$ cat config.mk
export PLATFORM = sky130hd
export DESIGN_NAME = hex_color_spec_parser_unit
export DESIGN_NICKNAME = d
export VERILOG_FILES = /design/src/hdl/hcsp_pkg.sv /design/src/hdl/hcsp_accum.sv /design/src/hdl/hcsp_format.sv /design/src/hdl/hex_color_spec_parser_unit.sv
export SDC_FILE = /design/constraint.sdc
export NUM_CORES = 1
export LEC_CHECK = 0
export ABC_AREA = 1
export BUFFER_PORTS_ARGS = -buffer_cell sky130_fd_sc_hd__buf_2
export CAP_MARGIN = 20
export CORE_MARGIN = 3
export CORE_UTILIZATION = 45
export CTS_BUF_LIST = sky130_fd_sc_hd__clkbuf_8
export CTS_CLUSTER_SIZE = 30
export DETAILED_ROUTE_END_ITERATION = 10
export GPL_TIMING_DRIVEN = 0
export PLACE_DENSITY = 0.66
export SLEW_MARGIN = 20
export SYNTH_ARGS = -nofsm -noshare
export SYNTH_HDL_FRONTEND = slang
export SYNTH_SLANG_ARGS = --single-unit
export TNS_END_PERCENT = 5
$ cat constraint.sdc
create_clock -name clk -period 2.49 [get_ports clk]
set_clock_uncertainty 0.15 [all_clocks]
set_input_delay 0.249 -clock clk [delete_from_list [all_inputs] [get_ports clk]]
set_output_delay 0.249 -clock clk [all_outputs]
set_load 0.05 [all_outputs]
$ cat src/hdl/hcsp_pkg.sv
// Shared types, constants and helpers for the hex color spec parser.
// Has no dependencies. Used by hcsp_accum, hcsp_format, the top level and the checker.
package hcsp_pkg;

  localparam int unsigned CH_W     = 8;
  localparam int unsigned COUNT_W  = 4;
  localparam int unsigned STORE_W  = 48;
  localparam int unsigned COLOR_W  = 16;
  localparam int unsigned STATUS_W = 2;

  localparam logic [CH_W-1:0] CH_HASH = 8'h23;

  localparam logic [COUNT_W-1:0] COUNT_MAX = 4'd15;
  localparam logic [COUNT_W-1:0] LEN_1D    = 4'd4;
  localparam logic [COUNT_W-1:0] LEN_2D    = 4'd7;
  localparam logic [COUNT_W-1:0] LEN_3D    = 4'd10;
  localparam logic [COUNT_W-1:0] LEN_4D    = 4'd13;

  typedef enum logic [STATUS_W-1:0] {
    ST_OK        = 2'd0,
    ST_MALFORMED = 2'd1,
    ST_NAMED     = 2'd2
  } status_t;

  // Parse state carried between characters of one spec.
  typedef struct packed {
    logic [COUNT_W-1:0] char_count;
    logic [STORE_W-1:0] digit_store;
    logic               bad_digit;
    logic               not_hash;
  } parse_state_t;

  // Hex digit decode: bit 4 set when the character is a hex digit.
  function automatic logic [4:0] hex_decode(input logic [CH_W-1:0] c);
    logic [4:0] res;
    res = 5'd0;
    if (c >= 8'h30 && c <= 8'h39) begin
      res = {1'b1, c[3:0]};
    end else if ((c >= 8'h61 && c <= 8'h66) || (c >= 8'h41 && c <= 8'h46)) begin
      res = {1'b1, c[3:0] + 4'd9};
    end
    return res;
  endfunction

endpackage

$ cat src/hdl/hcsp_accum.sv
// Per-character parse state: count, digit store and error flags.
// Depends on hcsp_pkg.
module hcsp_accum import hcsp_pkg::*; (
  input  logic               clk,
  input  logic               rst_n,
  input  logic               step,
  input  logic [CH_W-1:0]    ch,
  input  logic               last,
  output parse_state_t       upd
);

  parse_state_t state_r;
  parse_state_t state_nxt;
  logic [4:0]   hex;

  assign hex = hex_decode(ch);

  // Fold the current character into the state.
  always_comb begin
    upd = state_r;
    if (state_r.char_count == '0) begin
      upd.not_hash = (ch != CH_HASH);
    end else if (hex[4]) begin
      upd.digit_store = {state_r.digit_store[STORE_W-5:0], hex[3:0]};
    end else begin
      upd.bad_digit = 1'b1;
    end
    if (state_r.char_count != COUNT_MAX) begin
      upd.char_count = state_r.char_count + 4'd1;
    end
  end

  // Clear after the final character of a spec.
  always_comb begin
    state_nxt = state_r;
    if (step) begin
      state_nxt = last ? '0 : upd;
    end
  end

  always_ff @(posedge clk) begin
    if (!rst_n) begin
      state_r <= '0;
    end else begin
      state_r <= state_nxt;
    end
  end

endmodule

$ cat src/hdl/hcsp_format.sv
// Turns a finished parse state into scaled red, green, blue and a status.
// Depends on hcsp_pkg. Purely combinational.
module hcsp_format import hcsp_pkg::*; (
  input  parse_state_t         st,
  output logic [COLOR_W-1:0]   red,
  output logic [COLOR_W-1:0]   green,
  output logic [COLOR_W-1:0]   blue,
  output status_t              status
);

  logic [STORE_W-1:0] s;

  assign s = st.digit_store;

  always_comb begin
    red    = '0;
    green  = '0;
    blue   = '0;
    status = ST_OK;
    if (st.not_hash) begin
      status = ST_NAMED;
    end else if (st.bad_digit) begin
      status = ST_MALFORMED;
    end else begin
      case (st.char_count)
        LEN_1D: begin
          red   = {s[11:8], s[11:8], 8'h00};
          green = {s[7:4],  s[7:4],  8'h00};
          blue  = {s[3:0],  s[3:0],  8'h00};
        end
        LEN_2D: begin
          red   = {s[23:16], 8'h00};
          green = {s[15:8],  8'h00};
          blue  = {s[7:0],   8'h00};
        end
        LEN_3D: begin
          red   = {s[35:24], 4'h0};
          green = {s[23:12], 4'h0};
          blue  = {s[11:0],  4'h0};
        end
        LEN_4D: begin
          red   = s[47:32];
          green = s[31:16];
          blue  = s[15:0];
        end
        default: begin
          status = ST_MALFORMED;
        end
      endcase
    end
  end

endmodule

$ cat src/hdl/hex_color_spec_parser_unit.sv
// Top level of the hex color spec parser: input register, parse state, result register.
// Depends on hcsp_pkg, hcsp_accum and hcsp_format.
//
//   channel | signals                                   | word
//   --------+-------------------------------------------+-----------------------------
//   in      | in_valid, in_ready, in_ch, in_last        | one character, last flagged
//   out     | out_valid, out_ready, out_red, out_green, | one color per spec
//           | out_blue, out_status                      |
//
// One character is taken every cycle while no final character is held back. The
// character sits in the input register while the parse state folds it in; when the
// final character advances, the scaled color loads the result register and out_valid
// rises with it. Reset (rst_n low, synchronous) empties both registers and clears the
// parse state. A stalled result holds back a final character waiting in the input
// register, and with it the input; other characters keep flowing.
module hex_color_spec_parser_unit import hcsp_pkg::*; (
  input  logic                clk,
  input  logic                rst_n,
  input  logic                in_valid,
  output logic                in_ready,
  input  logic [CH_W-1:0]     in_ch,
  input  logic                in_last,
  output logic                out_valid,
  input  logic                out_ready,
  output logic [COLOR_W-1:0]  out_red,
  output logic [COLOR_W-1:0]  out_green,
  output logic [COLOR_W-1:0]  out_blue,
  output logic [STATUS_W-1:0] out_status
);

  // Input register.
  logic            in_vld_r, in_vld_nxt;
  logic [CH_W-1:0] ch_r;
  logic            last_r;

  // Result register.
  logic               out_vld_r, out_vld_nxt;
  logic [COLOR_W-1:0] red_r, green_r, blue_r;
  status_t            status_r;

  parse_state_t       upd;
  logic [COLOR_W-1:0] red_c, green_c, blue_c;
  status_t            status_c;

  logic out_free;
  logic advance;
  logic load_res;

  // The result register is free when empty or being drained this cycle.
  assign out_free = !out_vld_r || out_ready;
  // Advance the held character unless it is final and the result slot is full and not draining.
  assign advance  = in_vld_r && (!last_r || out_free);
  assign load_res = advance && last_r;
  assign in_ready = !in_vld_r || advance;

  hcsp_accum u_accum (
    .clk   (clk),
    .rst_n (rst_n),
    .step  (advance),
    .ch    (ch_r),
    .last  (last_r),
    .upd   (upd)
  );

  hcsp_format u_format (
    .st     (upd),
    .red    (red_c),
    .green  (green_c),
    .blue   (blue_c),
    .status (status_c)
  );

  always_comb begin
    in_vld_nxt = in_vld_r;
    if (in_ready) begin
      in_vld_nxt = in_valid;
    end
  end

  always_comb begin
    out_vld_nxt = out_vld_r;
    if (load_res) begin
      out_vld_nxt = 1'b1;
    end else if (out_ready) begin
      out_vld_nxt = 1'b0;
    end
  end

  always_ff @(posedge clk) begin
    if (!rst_n) begin
      in_vld_r  <= 1'b0;
      out_vld_r <= 1'b0;
    end else begin
      in_vld_r  <= in_vld_nxt;
      out_vld_r <= out_vld_nxt;
    end
  end

  // Payload registers: capture on accept, hold otherwise.
  always_ff @(posedge clk) begin
    if (in_ready && in_valid) begin
      ch_r   <= in_ch;
      last_r <= in_last;
    end
    if (load_res) begin
      red_r    <= red_c;
      green_r  <= green_c;
      blue_r   <= blue_c;
      status_r <= status_c;
    end
  end

  assign out_valid  = out_vld_r;
  assign out_red    = red_r;
  assign out_green  = green_r;
  assign out_blue   = blue_r;
  assign out_status = status_r;

endmodule

# After elaboration in Yosys (flattened, before gate mapping)
# Cells that the tools add are included.
[op_classes] n_addsub=2 magnitude_cmp=6 n_eq_ne=6 mux=15 reduce_logical=17
[op_table] operator="16-bit one-hot mux with 4 select lines" n=3
[op_table] operator="54-bit 2-to-1 mux" n=1
[op_table] operator="49-bit 2-to-1 mux" n=1
[op_table] operator="48-bit 2-to-1 mux" n=1
[op_table] operator="8-bit by 7-bit greater-or-equal comparator with 1-bit output (second input constant)" n=2
[op_table] operator="8-bit by 7-bit <= comparator with 1-bit output (second input constant)" n=2
[op_table] operator="5-bit 2-to-1 mux" n=2
[op_table] operator="4-bit by 3-bit equality test with 1-bit output (second input constant)" n=2
[op_table] operator="4-bit equality test (second input constant)" n=2
[op_table] operator="8-bit by 6-bit greater-or-equal comparator with 1-bit output (second input constant)" n=1
[op_table] operator="8-bit by 6-bit <= comparator with 1-bit output (second input constant)" n=1
[op_table] operator="8-bit by 6-bit != test with 1-bit output (second input constant)" n=1
[op_table] operator="1-bit logical AND" n=6
[op_table] operator="1-bit 2-to-1 mux" n=5
[op_table] operator="4-bit by 1-bit adder with 4-bit output (second input constant)" n=1
[op_table] operator="4-bit adder (second input constant)" n=1
[op_table] operator="4-bit logical NOT" n=1
[op_table] operator="1-bit logical OR" n=4
[op_table] operator="4-bit 2-to-1 mux" n=1
[op_table] operator="4-bit != test (second input constant)" n=1
[op_table] operator="4-bit OR reduction" n=1
[op_table] operator="1-bit logical NOT" n=3
[op_table] operator="2-bit 2-to-1 mux" n=1
[op_table] operator="2-bit nonzero test" n=1
[op_table] operator="2-bit OR reduction" n=1
[totals] ff_bits=115 input_bits=13 out_inout_bits=52 elab_cells=58

# Longest topological paths before layout
# Gate-level depths: netlist of the first run.
[logic_depth] depth_word=8 mapped_depth=14 mapped_depth_nobuf=13

# Cells and area by module
# Synthesis of the first run repeated with hierarchy kept, for this count alone.
[hier_totals] cells_unflattened=889 area_unflattened_um2=6660.1
[by_module_without_submodules] module="hcsp_accum" n_inst=1 cells_each=504 area_each_um2=3276.9 seq_area_each_um2=1081.0
[by_module_without_submodules] module="hex_color_spec_parser_unit" n_inst=1 cells_each=78 area_each_um2=1893.1 seq_area_each_um2=1811.7
[by_module_without_submodules] module="hcsp_format" n_inst=1 cells_each=307 area_each_um2=1490.2 seq_area_each_um2=0.0

# Worst setup path before layout of the first run
# OpenSTA, ideal clock, no wires.
[synth_timing] kind="register -> register" startpoint="reg out_vld_r, in the netlist out_valid" endpoint="reg blue_r[0], in the netlist out_blue[0], enable pin" setup_time_ns=0.405 arrival_time_ns=1.952 required_time_ns=1.935 setup_slack_ns=-0.016 path_stages_with_launch=8 synth_period_minus_slack_ns=2.506 cell_sequence="dfxtp_1 inv_1 nor2_1 nand2_1 nand2_1 inv_1 nand2_1 inv_1"
[synth_between] elab_chain_cells=5
[synth_rtl] element="start: declaration" line="hex_color_spec_parser_unit.sv:37" text="logic out_vld_r, out_vld_nxt;"
[synth_rtl] element="start signal: assignment" line="hex_color_spec_parser_unit.sv:95" text="out_vld_r <= out_vld_nxt;"
[synth_rtl] element="1-bit logical NOT" line="hex_color_spec_parser_unit.sv:50" text="assign out_free = !out_vld_r || out_ready;"
[synth_rtl] element="1-bit logical OR" line="hex_color_spec_parser_unit.sv:50"
[synth_rtl] element="1-bit logical OR" line="hex_color_spec_parser_unit.sv:52" text="assign advance = in_vld_r && (!last_r || out_free);"
[synth_rtl] element="1-bit logical AND" line="hex_color_spec_parser_unit.sv:52"
[synth_rtl] element="1-bit logical AND" line="hex_color_spec_parser_unit.sv:53" text="assign load_res = advance && last_r;"
[synth_rtl] element="named net load_res" line="hex_color_spec_parser_unit.sv:47" text="logic load_res;"
[synth_rtl] element="end signal: assignment" line="hex_color_spec_parser_unit.sv:108" text="blue_r <= blue_c;"
[synth_rtl] element="end: declaration" line="hex_color_spec_parser_unit.sv:38" text="logic [COLOR_W-1:0] red_r, green_r, blue_r;"
# The timed path passes the listed nets, and every way through them passes these cells.
# A chain may end at the register's enable or synchronous reset.

# Worst setup path in the final report of the first run
[layout_timing] startpoint="reg u_accum.state_r[50] in the netlist's numbering" endpoint="reg blue_r[10], in the netlist out_blue[10] (data pin)"
[layout_between] elab_chain_cells=4 word_cells_on_any_way=12 cone_classes="1 x add/sub; 5 x eq/ne; 4 x mux; 2 x reduce/logical"
[layout_rtl] element="start: declaration" line="hcsp_accum.sv:12" text="parse_state_t state_r;"
[layout_rtl] element="start signal: assignment" line="hcsp_accum.sv:45" text="state_r <= state_nxt;"
[layout_rtl] element="4-bit by 1-bit adder with 4-bit output / 4-bit != test (equally long branches)" line="hcsp_accum.sv:29, hcsp_accum.sv:28"
[layout_rtl] element="4-bit 2-to-1 mux" line="hcsp_accum.sv:28" text="if (state_r.char_count != COUNT_MAX) begin"
[layout_rtl] element="4-bit equality test / 4-bit by 3-bit equality test with 1-bit output (equally long branches)" line="hcsp_format.sv:25" text="case (st.char_count)"
[layout_rtl] element="16-bit one-hot mux with 4 select lines" line="hcsp_format.sv:25"
# Parallel ways exist; a longest one is shown, timed or not.

==> results of run 1 <==
==> stage by stage <==
step	util [%]	area [µm²]	power (mW)
3_3_place_gp	50.8	6480	2.36
4_1_cts	56.0	7160	4.24
6_report	57.1	7290	4.21
3_5_place_dp	50.9	6500	2.36
5_1_grt	57.1	7290	4.36
2_1_floorplan	-	5950	2.28
==> cell type report <==
type | count | area (µm²)
buffer | 38 | 236
clock buffer | 17 | 234
clock inverter | 15 | 190
fill | 1229 | 5480
inverter | 83 | 312
multi-input combinational | 564 | 2650
sequential | 115 | 2890
tap | 172 | 215
timing repair buffer | 88 | 558
==> kinds of logic after synthesis <==
group | count (synthesis)
flip-flops | 115
adder cells (fa/ha/maj) | 7
buffers and inverters | 121
AND/OR/NAND/NOR | 461
XOR/XNOR | 2
AO/OA/AOI/OAI | 94
==> layer usage <==
metal	up-vias	global-route usage, %
met5	-	0
met4	0	9.21
met3	36	4.62
met2	260	37.8
met1	2556	31.5
li1	2824	-
==> where the power goes <==
group / internal (mW) / total [mW] / switching, mW
Clock: 1.07 / 1.87 / 0.792
Combinational: 0.0768 / 0.311 / 0.235
Sequential: 2.02 / 2.04 / 0.0145
Total: 3.17 / 4.21 / 1.04
==> worst max-delay path: stages, from the launching register on <==
cell                      delay (ns)
sky130_fd_sc_hd__dfxtp_2        0.34
sky130_fd_sc_hd__ha_1           0.23
sky130_fd_sc_hd__nand2_1        0.12
sky130_fd_sc_hd__nand2_1        0.11
sky130_fd_sc_hd__o21ai_4        0.22
sky130_fd_sc_hd__nand4_1        0.20
sky130_fd_sc_hd__nand2_2        0.16
sky130_fd_sc_hd__inv_2          0.07
sky130_fd_sc_hd__nand2_2        0.08
sky130_fd_sc_hd__nand3_4        0.15
sky130_fd_sc_hd__buf_6          0.20
sky130_fd_sc_hd__nor2_1         0.18
==> path summary, 6_finish.rpt <==
| path | end | cells after the start | startpoint |
|---|---|---|---|
| hold / removal | u_accum.state_r[48] | 2 | u_accum.state_r[48] |
| setup / recovery | out_blue[10] | 11 | u_accum.state_r[50] |
| setup reg to reg | out_blue[10] | 11 | u_accum.state_r[50] |
| hold reg to reg | u_accum.state_r[48] | 2 | u_accum.state_r[48] |
==> cells in the final DEF, fill, tap and decap left out, types with 6 or more instances in the layout <==
cell	netlist	routed
sky130_fd_sc_hd__clkinvlp_4	0	7
sky130_fd_sc_hd__buf_6	1	6
sky130_fd_sc_hd__dlygate4sd3_1	0	13
sky130_fd_sc_hd__edfxtp_1	59	59
sky130_fd_sc_hd__buf_2	17	68
sky130_fd_sc_hd__dfxtp_1	56	55
sky130_fd_sc_hd__inv_2	4	7
sky130_fd_sc_hd__nand2_2	3	8
sky130_fd_sc_hd__o21ai_0	13	12
sky130_fd_sc_hd__nand3_1	116	115
sky130_fd_sc_hd__and2_1	12	12
sky130_fd_sc_hd__nor2_1	73	69
sky130_fd_sc_hd__buf_4	1	16
sky130_fd_sc_hd__ha_1	7	6
sky130_fd_sc_hd__nand2_1	246	240
sky130_fd_sc_hd__clkbuf_1	19	15
sky130_fd_sc_hd__inv_1	79	76
sky130_fd_sc_hd__a21oi_1	65	63
sky130_fd_sc_hd__clkbuf_8	0	17
==> timing repair <==
item                       CTS  global route
hold buffers                13             0
setup buffers                3             7
pin swaps                    3             4
gates resized for setup     24            30
hold endpoints to repair    14             0
setup endpoints to repair   44            50
==> registers in the layout, indices dropped and copies added (netlist names) <==
name and cells:
u_accum.state_r 54, out_valid 1, out_green 16, out_blue 16, out_status 2, ch_r 8
last_r 1, in_vld_r 1, out_red 16
==> results.txt, run 1 <==
run status: complete, no violations
core footprint: 0.0128 mm²
# nets final: 927
setup repair after global routing missed its margin: true
share of flip-flops with an asynchronous set or reset after synthesis: 0%
internal reg-to-reg setup slack: 0.11 ns
EDFF count, synth: 59
proportion of layout cells with a drive suffix above 1: 17.7%
Die X-Extent: 121 µm
number of max-cap violations: 0
yosys warns: 0
buffer type at the clock tree root: sky130_fd_sc_hd__clkbuf_8
distinct cell type count after synthesis: 30
total overflow reported by the global router: 0
main combinational cell family by area after synthesis: simple AND/OR/NAND/NOR gates
post-synthesis mux area share: 0%
area fraction in and, or, nand and nor cells after synthesis: 33.1%
worst setup slack after placement: -0.272 ns
vertical die dimension: 121 µm
actual transition at the worst max-transition pin: 0.623 ns
leakage power of the design: 2.86 nW
relative slew slack: 58.4%
met3 layer wire length in the routed design: 1430 µm
post-route non-filler standard cell count: 1,092
largest voltage drop on the vdd net: 0.302 mV
router iterations before antenna repair: 6
Clk Latency, worst-skew pair: 0.46 ns
maximum root-to-sink buffer count: 2
drt total wl: 16,800 µm
area added between synthesis and finish: 22.5%
post-synthesis compound-gate area fraction: 8.31%
number of placement rows: 41
pin count of the biggest net entering global routing: 32
number of storage elements in the synthesis netlist: 115
Cell Pwr Density: 578 mW/mm²
most used flip-flop cell after synthesis: sky130_fd_sc_hd__edfxtp_1
proportion of netlist area held by the largest area contributor: 29.8%
startpoint type of the worst setup path: flop
kind of end point of the critical path: flop
drt wl/cell: 15.4 µm
1st-iter DRT viols: 606
H-Tree Depth: 4
Post-Synthesis Cell Area: 0.00595 mm²
clock period minus final worst setup slack: 2.38 ns
synth top area cells: sky130_fd_sc_hd__edfxtp_1 (30%), sky130_fd_sc_hd__dfxtp_1 (19%), sky130_fd_sc_hd__nand2_1 (16%), sky130_fd_sc_hd__nand3_1 (9.8%), sky130_fd_sc_hd__a21oi_1 (5.5%)
worst endpoint required time: 2.62 ns
worst setup margin: 0.113 ns
Hold WS: 0.316 ns
clock-pin transition on the worst setup and hold timing paths: 0.07 ns
Vias per Instance: 5.20
Final setup violation count: 0
fraction of the mapped netlist area in adder cells: 1.47%
number of global-route vias before repair: 5,200
detailed-route via count: 5,676
post-synthesis area per instance: 7.44 µm²
setup TNS: 0 ns
number of top-level pins: 65
count of inserted antenna diode cells: 0
uppermost layer routed: met4
Synth Net Count: 820
HPWL Detailed: 11,900 µm
TritonCTS clock tree: done
classification of the worst-slack hold path: flop to flop
number of CTS-inserted buffers: 17
Worst Path Class, Setup: flop to flop
Post-Synthesis Cells: 800
placed insts: 1,037
remaining number of nets flagged by the antenna check after routing: 0
maximum achievable frequency: 421 MHz
maximum net fanout on the critical path: 10
number of sinks driven by the clock tree: 115
CP Data Arrival Time: 2.51 ns
library cell occupying the most area in the post-synthesis netlist: sky130_fd_sc_hd__edfxtp_1
global placer's final weighted congestion: 0.973
number of endpoints with negative hold slack in the final report: 0
routed length on met2: 7790 µm
first-pass GRT wire length: 26,600 µm
sequential share of the synthesized area: 48.6%
number of max-slew violations in the final report: 0
Routed met1 length: 7200 µm
fraction of synthesized cell area in xor and xnor cells: 0.294%
GR Util All Layers: 23.6%
total DRC errors in the routed layout: 0
share of the clock period used by the worst path after layout: 95.5%
starting density of the core: 46.6%
commonest cells in the synthesized netlist: sky130_fd_sc_hd__nand2_1 (246), sky130_fd_sc_hd__nand3_1 (116), sky130_fd_sc_hd__inv_1 (79)
Total Die Area: 0.0146 mm²
Buffers on Ports: 64
dominant cell by count in the synthesized netlist: sky130_fd_sc_hd__nand2_1
number of antenna violations at the first check in global routing: 0
(Power assumes the default switching activity.)
==> run 2: changes to the inputs <==
- CAP_MARGIN: 20 -> 30
- CTS_BUF_LIST: sky130_fd_sc_hd__clkbuf_8 -> sky130_fd_sc_hd__clkbuf_2 sky130_fd_sc_hd__clkbuf_4 sky130_fd_sc_hd__clkbuf_8
==> run 2 against run 1 <==
Critical path depth unchanged. Final cell count unchanged. Largest power group unchanged. Highest routed layer unchanged. Via count unchanged. Critical endpoint unchanged. Clock power about the same. Setup slack unchanged.
==> results.txt, run 2 (same netlist as run 1, synthesis figures left out) <==
leakage power of the design: 2.86 nW (unchanged)
Vias per Instance: 5.20 (unchanged)
maximum root-to-sink buffer count: 2 (unchanged)
vertical die dimension: 121 µm (unchanged)
relative slew slack: 58.4% (unchanged)
cell internal power dissipation: 3.17 mW (unchanged)
remaining number of nets flagged by the antenna check after routing: 0 (unchanged)
number of sinks driven by the clock tree: 115 (unchanged)
top register by number of flip-flops: u_accum.state_r (unchanged)
area added between synthesis and finish: 22.5% (unchanged)
global placer's final weighted congestion: 0.973 (unchanged)
clock network fraction of total power: 44.3% (about the same)
slowest stage cell, crit path: sky130_fd_sc_hd__dfxtp_2 (unchanged)
Reg-to-Reg Start: u_accum.state_r[50] (unchanged)
detailed-route via count: 5,676 (unchanged)
clock-pin transition on the worst setup and hold timing paths: 0.07 ns (about the same)
number of fillers in the final layout: 1,229 (unchanged)
Hold WS: 0.316 ns (unchanged)
startpoint type of the worst setup path: flop (unchanged)
worst setup slack after placement: -0.272 ns (unchanged)
highest-count cells in the layout ignoring fill and taps: sky130_fd_sc_hd__nand2_1 (240), sky130_fd_sc_hd__nand3_1 (115), sky130_fd_sc_hd__inv_1 (76), sky130_fd_sc_hd__nor2_1 (69), sky130_fd_sc_hd__buf_2 (68) (unchanged)
share of the clock period used by the worst path after layout: 95.5% (unchanged)
switching pwr: 1.04 mW (unchanged)
number of global-route vias before repair: 5,200 (unchanged)
power consumption: 4.21 mW (unchanged)
maximum achievable frequency: 421 MHz (unchanged)
run status: complete, no violations (unchanged)
Final setup violation count: 0 (unchanged)
Worst Hold Path EP: u_accum.state_r[48] (unchanged)
number of placement rows: 41 (unchanged)
Reg power frac: 48.3% (about the same)
starting density of the core: 46.6% (unchanged)
maximum net fanout on the critical path: 10 (unchanged)
Die X-Extent: 121 µm (unchanged)
Clk Latency, worst-skew pair: 0.46 ns (about the same)
worst setup margin: 0.113 ns (unchanged)
classification of the worst-slack hold path: flop to flop (unchanged)
number of endpoints with negative hold slack in the final report: 0 (unchanged)
series of cell instances along the critical path: ha_1 -> nand2_1 -> nand2_1 -> o21ai_4 -> nand4_1 -> nand2_2 -> inv_2 -> nand2_2 -> nand3_4 -> buf_6 -> nor2_1 (unchanged)
1st-iter DRT viols: 606 (unchanged)
Cell Pwr Density: 578 mW/mm² (unchanged)
Bufs and invs on worst path: 2 (unchanged)
cell family with the largest share of critical-path delay: simple AND/OR/NAND/NOR gates (unchanged)
GR Util All Layers: 23.6% (unchanged)
drt total wl: 16,800 µm (unchanged)
HP Start: u_accum.state_r[48] (unchanged)
number of top-level pins: 65 (unchanged)
Worst Path Class, Setup: flop to flop (unchanged)
actual transition at the worst max-transition pin: 0.623 ns (unchanged)
Buffers on Ports: 64 (unchanged)
reg2reg path depth: 11 (unchanged)
core footprint: 0.0128 mm² (unchanged)
TritonCTS clock tree: done (unchanged)
clock period minus final worst setup slack: 2.38 ns (unchanged)
number of cells on the worst hold path: 2 (unchanged)
number of max-cap violations: 0 (unchanged)
internal reg-to-reg setup slack: 0.11 ns (about the same)
number of max-slew violations in the final report: 0 (unchanged)
logic gate share of total power: 7.4% (about the same)
buffer type at the clock tree root: sky130_fd_sc_hd__clkbuf_8 (unchanged)
HPWL Detailed: 11,900 µm (unchanged)
reg2reg end: out_blue[10] (unchanged)
number of antenna violations at the first check in global routing: 0 (unchanged)
Sw Ratio: 24.7% (unchanged)
total overflow reported by the global router: 0 (unchanged)
H-Tree Depth: 4 (unchanged)
router iterations before antenna repair: 6 (unchanged)
largest voltage drop on the vdd net: 0.302 mV (unchanged)
first-pass GRT wire length: 26,600 µm (unchanged)
number of CTS-inserted buffers: 17 (unchanged)
setup repair after global routing missed its margin: true (unchanged)
Worst path max stage delay: 0.34 ns (about the same)
drt wl/cell: 15.4 µm (unchanged)
commonest non-fill, non-tap cell in the layout: sky130_fd_sc_hd__nand2_1 (unchanged)
pin count of the biggest net entering global routing: 32 (unchanged)
kind of end point of the critical path: flop (unchanged)
total DRC errors in the routed layout: 0 (unchanged)
number of flip-flops under the largest register name: 54 (unchanged)
# nets final: 927 (unchanged)
proportion of layout cells with a drive suffix above 1: 17.7% (unchanged)
count of inserted antenna diode cells: 0 (unchanged)
Total Die Area: 0.0146 mm² (unchanged)
CP Data Arrival Time: 2.51 ns (about the same)
worst endpoint required time: 2.62 ns (about the same)
## run 2: cell counts in the layout (fill, tap and decap cells not counted)
No cell type changed its count.
## run 2: worst reg2reg max path, stage by stage, from the launching register on
cell                      delay, ns
sky130_fd_sc_hd__dfxtp_2       0.34
sky130_fd_sc_hd__ha_1          0.23
sky130_fd_sc_hd__nand2_1       0.12
sky130_fd_sc_hd__nand2_1       0.11
sky130_fd_sc_hd__o21ai_4       0.22
sky130_fd_sc_hd__nand4_1       0.20
sky130_fd_sc_hd__nand2_2       0.16
sky130_fd_sc_hd__inv_2         0.07
sky130_fd_sc_hd__nand2_2       0.08
sky130_fd_sc_hd__nand3_4       0.15
sky130_fd_sc_hd__buf_6         0.20
sky130_fd_sc_hd__nor2_1        0.18
## run 2: worst max-delay path by stage
stage / from / slack, ns / cells past startpoint / end
after global routing: u_accum.state_r[51] / -0.03 / 11 / out_red[5]
after floorplan: out_valid / -0.02 / 7 / out_blue[0]
final: u_accum.state_r[50] / 0.11 / 11 / out_blue[10]
after CTS: u_accum.state_r[50] / -0.006 / 10 / out_blue[10]
after detailed placement: u_accum.state_r[50] / -0.27 / 11 / out_red[11]
after global placement: last_r / -0.54 / 5 / out_green[13]
## run 2: area by class of cell
class                      instances  area (µm²)  area share, %
tap                              172         215           2.95
inverter                          83         312           4.27
clock inverter                    15         190           2.61
clock buffer                      17         234           3.21
multi-input combinational        564        2650           36.4
buffer                            38         236           3.24
timing repair buffer              88         558           7.65
sequential                       115        2890           39.7
## run 2: what timing repair did
action | CTS | global route
pin swaps | 3 | 4
hold buffers | 13 | 0
gates resized for setup | 24 | 30
gates cloned | 0 | 0
buffers inserted | 3 | 7
hold endpoints to repair | 14 | 0
endpoints found under the setup margin | 44 | 50
## run 2: routing by layer
metal / share of wire, % / track usage, % / vias to the layer above
met5: 0 / 0 / -
met4: 2.4 / 9.21 / 0
met3: 8.5 / 4.62 / 36
met2: 46 / 37.8 / 260
met1: 43 / 31.5 / 2556
li1: - / - / 2824
## run 2: power by group through the flow
stage	Combinational (mW)	Sequential [mW]	Clock (mW)
final	0.311	2.04	1.87
after global routing	0.335	2.04	1.98
after CTS	0.305	2.04	1.89
after detailed placement	0.282	2.08	0
after global placement	0.278	2.08	0
after floorplan	0.108	2.17	0
## run 2: through the flow
step                      area, µm²  setup TNS (ns)  utilization (%)  instances
final                          7290               0             57.1       1092
after global routing           7290          -0.150             57.1       1092
after CTS                      7160        -0.00611             56.0       1085
after detailed placement       6500           -6.31             50.9       1037
after global placement         6480          -31.52             50.8       1036
after floorplan                5950          -0.821                -        800
==> run 3: changes to the inputs <==
- CORE_ASPECT_RATIO: not set -> 0.8
- SYNTH_HIERARCHICAL: not set -> 1
==> run 3 against run 2 <==
The flow now finishes with violations (negative setup slack). Via count up 8.5%. Synthesized cell count is 11% higher. Global-route usage decreased by 0.59 points. Synthesized area rose by 12%. Cell area rose by 16%. First-iteration DRC count grew 31%. Total power is 7.7% higher. Utilization grew 1.7 points. Largest power group is now clock. Register-to-register slack lost 0.12 ns. Non-clock buffer count is 16 higher. Critical path depth is 4 higher. Critical endpoint is now out_red[8]. Routed wire length increased by 9.5%.
==> results.txt, run 3 <==
number of CTS-inserted buffers: 17 (unchanged)
number of antenna violations at the first check in global routing: 0 (unchanged)
internal reg-to-reg setup slack: -0.009 ns (was 0.11 ns)
Buffers on Ports: 64 (unchanged)
# nets final: 1,019 (was 927)
classification of the worst-slack hold path: primary input to flop (was flop to flop)
sequential share of the synthesized area: 43.4% (was 48.6%)
worst setup margin: -0.00920 ns (was 0.113 ns)
EDFF count, synth: 59 (unchanged)
post-synthesis compound-gate area fraction: 5.39% (was 8.31%)
pin count of the biggest net entering global routing: 28 (was 32)
setup repair after global routing missed its margin: true (unchanged)
number of fillers in the final layout: 1,317 (was 1,229)
Post-Synthesis Cell Area: 0.00666 mm² (was 0.00595 mm²)
synth top area cells: sky130_fd_sc_hd__edfxtp_1 (27%), sky130_fd_sc_hd__dfxtp_1 (17%), sky130_fd_sc_hd__nand3_1 (13%), sky130_fd_sc_hd__nand2_1 (12%), sky130_fd_sc_hd__inv_1 (4.8%) (was sky130_fd_sc_hd__edfxtp_1 (30%), sky130_fd_sc_hd__dfxtp_1 (19%), sky130_fd_sc_hd__nand2_1 (16%), sky130_fd_sc_hd__nand3_1 (9.8%), sky130_fd_sc_hd__a21oi_1 (5.5%))
Worst Hold Path EP: out_valid (was u_accum.state_r[48])
Worst Path Class, Setup: flop to flop (unchanged)
Routed met1 length: 8700 µm (was 7200 µm)
buffer type at the clock tree root: sky130_fd_sc_hd__clkbuf_8 (unchanged)
Total Die Area: 0.0163 mm² (was 0.0146 mm²)
number of max-cap violations: 0 (unchanged)
main combinational cell family by area after synthesis: simple AND/OR/NAND/NOR gates (unchanged)
Synth Net Count: 907 (was 820)
Die X-Extent: 142 µm (was 121 µm)
highest-count cells in the layout ignoring fill and taps: sky130_fd_sc_hd__nand2_1 (203), sky130_fd_sc_hd__nand3_1 (160), sky130_fd_sc_hd__inv_1 (79), sky130_fd_sc_hd__buf_2 (75), sky130_fd_sc_hd__edfxtp_1 (59) (was sky130_fd_sc_hd__nand2_1 (240), sky130_fd_sc_hd__nand3_1 (115), sky130_fd_sc_hd__inv_1 (76), sky130_fd_sc_hd__nor2_1 (69), sky130_fd_sc_hd__buf_2 (68))
total overflow reported by the global router: 0 (unchanged)
worst setup slack after placement: -0.578 ns (was -0.272 ns)
relative slew slack: 55.0% (was 58.4%)
maximum achievable frequency: 400 MHz (was 421 MHz)
core footprint: 0.0144 mm² (was 0.0128 mm²)
Final setup violation count: 1 (was 0)
number of sinks driven by the clock tree: 115 (unchanged)
met3 layer wire length in the routed design: 1460 µm (was 1430 µm)
vertical die dimension: 115 µm (was 121 µm)
most used flip-flop cell after synthesis: sky130_fd_sc_hd__edfxtp_1 (unchanged)
remaining number of nets flagged by the antenna check after routing: 0 (unchanged)
Vias per Instance: 5.14 (was 5.20)
number of max-slew violations in the final report: 0 (unchanged)
Cell Pwr Density: 536 mW/mm² (was 578 mW/mm²)
drt wl/cell: 15.4 µm (about the same)
Clk Latency, worst-skew pair: 0.45 ns (was 0.46 ns)
area taken by flip-flops and latches: 0.00290 mm² (was 0.00289 mm²)
reg2reg end: out_red[8] (was out_blue[10])
HPWL Detailed: 13,200 µm (was 11,900 µm)
first-pass GRT wire length: 29,400 µm (was 26,600 µm)
Reg-to-Reg Start: ch_r[0] (was u_accum.state_r[50])
startpoint type of the worst setup path: flop (unchanged)
drt total wl: 18,400 µm (was 16,800 µm)
number of endpoints with negative hold slack in the final report: 0 (unchanged)
library cell occupying the most area in the post-synthesis netlist: sky130_fd_sc_hd__edfxtp_1 (unchanged)
number of storage elements in the synthesis netlist: 115 (unchanged)
worst endpoint required time: 2.54 ns (was 2.62 ns)
count of inserted antenna diode cells: 0 (unchanged)
router iterations before antenna repair: 6 (unchanged)
routed length on met2: 7950 µm (was 7790 µm)
number of flip-flops under the largest register name: 54 (unchanged)
actual transition at the worst max-transition pin: 0.675 ns (was 0.623 ns)
kind of end point of the critical path: flop (unchanged)
TritonCTS clock tree: done (unchanged)
maximum root-to-sink buffer count: 2 (unchanged)
number of global-route vias before repair: 5,671 (was 5,200)
global placer's final weighted congestion: 0.959 (was 0.973)
dominant cell by count in the synthesized netlist: sky130_fd_sc_hd__nand2_1 (unchanged)
proportion of layout cells with a drive suffix above 1: 30.6% (was 17.7%)
commonest non-fill, non-tap cell in the layout: sky130_fd_sc_hd__nand2_1 (unchanged)
area added between synthesis and finish: 27.1% (was 22.5%)
GR Util All Layers: 23.0% (was 23.6%)
post-synthesis mux area share: 0% (unchanged)
1st-iter DRT viols: 792 (was 606)
starting density of the core: 46.3% (was 46.6%)
clock period minus final worst setup slack: 2.50 ns (was 2.38 ns)
number of top-level pins: 65 (unchanged)
largest voltage drop on the vdd net: 0.341 mV (was 0.302 mV)
share of flip-flops with an asynchronous set or reset after synthesis: 0% (unchanged)
area fraction in and, or, nand and nor cells after synthesis: 40.9% (was 33.1%)
fraction of the mapped netlist area in adder cells: 0.939% (was 1.47%)
Post-Synthesis Cells: 889 (was 800)
H-Tree Depth: 4 (unchanged)
proportion of netlist area held by the largest area contributor: 26.6% (was 29.8%)
top register by number of flip-flops: u_accum/state_r (was u_accum.state_r)
detailed-route via count: 6,161 (was 5,676)
area taken by multi-input logic gates: 0.00354 mm² (was 0.00265 mm²)
CP Data Arrival Time: 2.55 ns (was 2.51 ns)
total DRC errors in the routed layout: 0 (unchanged)
number of placement rows: 39 (was 41)
number of cells on the worst hold path: 6 (was 2)
run status: finished, violations left (was complete, no violations)
fraction of synthesized cell area in xor and xnor cells: 0.132% (was 0.294%)
failing checks: negative setup slack
yosys warns: 6 (was 0)
commonest cells in the synthesized netlist: sky130_fd_sc_hd__nand2_1 (215), sky130_fd_sc_hd__nand3_1 (173), sky130_fd_sc_hd__inv_1 (86) (was sky130_fd_sc_hd__nand2_1 (246), sky130_fd_sc_hd__nand3_1 (116), sky130_fd_sc_hd__inv_1 (79))
post-synthesis area per instance: 7.49 µm² (was 7.44 µm²)
leakage power of the design: 3.42 nW (was 2.86 nW)
uppermost layer routed: met4 (unchanged)
setup TNS: -0.00920 ns (was 0 ns)
distinct cell type count after synthesis: 30 (unchanged)
share of the clock period used by the worst path after layout: 100% (was 95.5%)
maximum net fanout on the critical path: 6 (was 10)
clock-pin transition on the worst setup and hold timing paths: 0.07 ns (about the same)
reg2reg path depth: 15 (was 11)
HP Start: out_ready (was u_accum.state_r[48])
[run 3: repair_timing]
item	4_1_cts	5_1_grt
resized for setup	71	114
hold endpoints to repair	12	0
setup buffers	7	9
hold buffers	12	0
endpoints found under the setup margin	49	99
pin swaps	5	23
[run 3: report_power, final]
group / internal [mW] / leakage [nW] / total (mW) / switching [mW]
logic: 0.118 / 2.23 / 0.407 / 0.289
registers: 2.02 / 0.972 / 2.04 / 0.0169
clock network: 1.28 / 0.223 / 2.09 / 0.812
[run 3: routing by layer]
layer / global-route usage [%] / up-vias
met4: 6.33 / 0
met5: 0 / -
li1: - / 3100
met2: 34.5 / 230
met1: 33.7 / 2801
met3: 5.11 / 30
[run 3: kinds of logic after synthesis]
kind of cell	count (synthesis)
simple gates	559
fa+ha+maj	5
flops	115
compound gates	70
xor+xnor	1
buf+inv	139
[run 3: worst max-delay path, stage by stage (launching register included)]
cell and delay [ns]:
sky130_fd_sc_hd__edfxtp_1 0.45, sky130_fd_sc_hd__ha_2 0.22, sky130_fd_sc_hd__o21ai_1 0.12, sky130_fd_sc_hd__nand2_1 0.11
sky130_fd_sc_hd__nand2_4 0.10, sky130_fd_sc_hd__nand2_4 0.08, sky130_fd_sc_hd__nand2_4 0.09, sky130_fd_sc_hd__buf_8 0.14
sky130_fd_sc_hd__buf_12 0.13, sky130_fd_sc_hd__buf_8 0.12, sky130_fd_sc_hd__nand2_2 0.05, sky130_fd_sc_hd__and2_1 0.18
sky130_fd_sc_hd__nand2_1 0.08, sky130_fd_sc_hd__nand2_1 0.06, sky130_fd_sc_hd__nor2_2 0.13, sky130_fd_sc_hd__nor2_4 0.05
[run 3: layout make-up]
type | count | area share [%]
multi-input combinational | 635 | 41.9
tap | 184 | 2.72
timing repair buffer | 93 | 7.04
sequential | 115 | 34.2
inverter | 90 | 4.04
clock buffer | 17 | 2.77
clock inverter | 15 | 2.79
buffer | 49 | 4.52
[run 3: how the worst max path moves through the flow]
stage / from / to / slack (ns)
3_3_place_gp: ch_r[0] / out_green[11] / -0.56
6_report: ch_r[0] / out_red[8] / -0.009
2_1_floorplan: ch_r[0] / out_blue[10] / 0.008
5_1_grt: ch_r[0] / out_red[11] / -0.07
4_1_cts: ch_r[0] / out_status[0] / -0.006
3_5_place_dp: ch_r[0] / out_blue[11] / -0.58
[run 3: stage by stage]
stage          instances  power (mW)  util (%)  hold WS [ns]  cell area (µm²)
3_3_place_gp        1137        2.42      50.1         0.275             7210
5_1_grt             1198        4.69      58.8        0.0809             8460
2_1_floorplan        889        2.32         -         0.197             6660
4_1_cts             1189        4.55      56.2        0.0258             8100
3_5_place_dp        1138        2.42      50.3         0.277             7240
6_report            1198        4.54      58.8        0.0510             8460
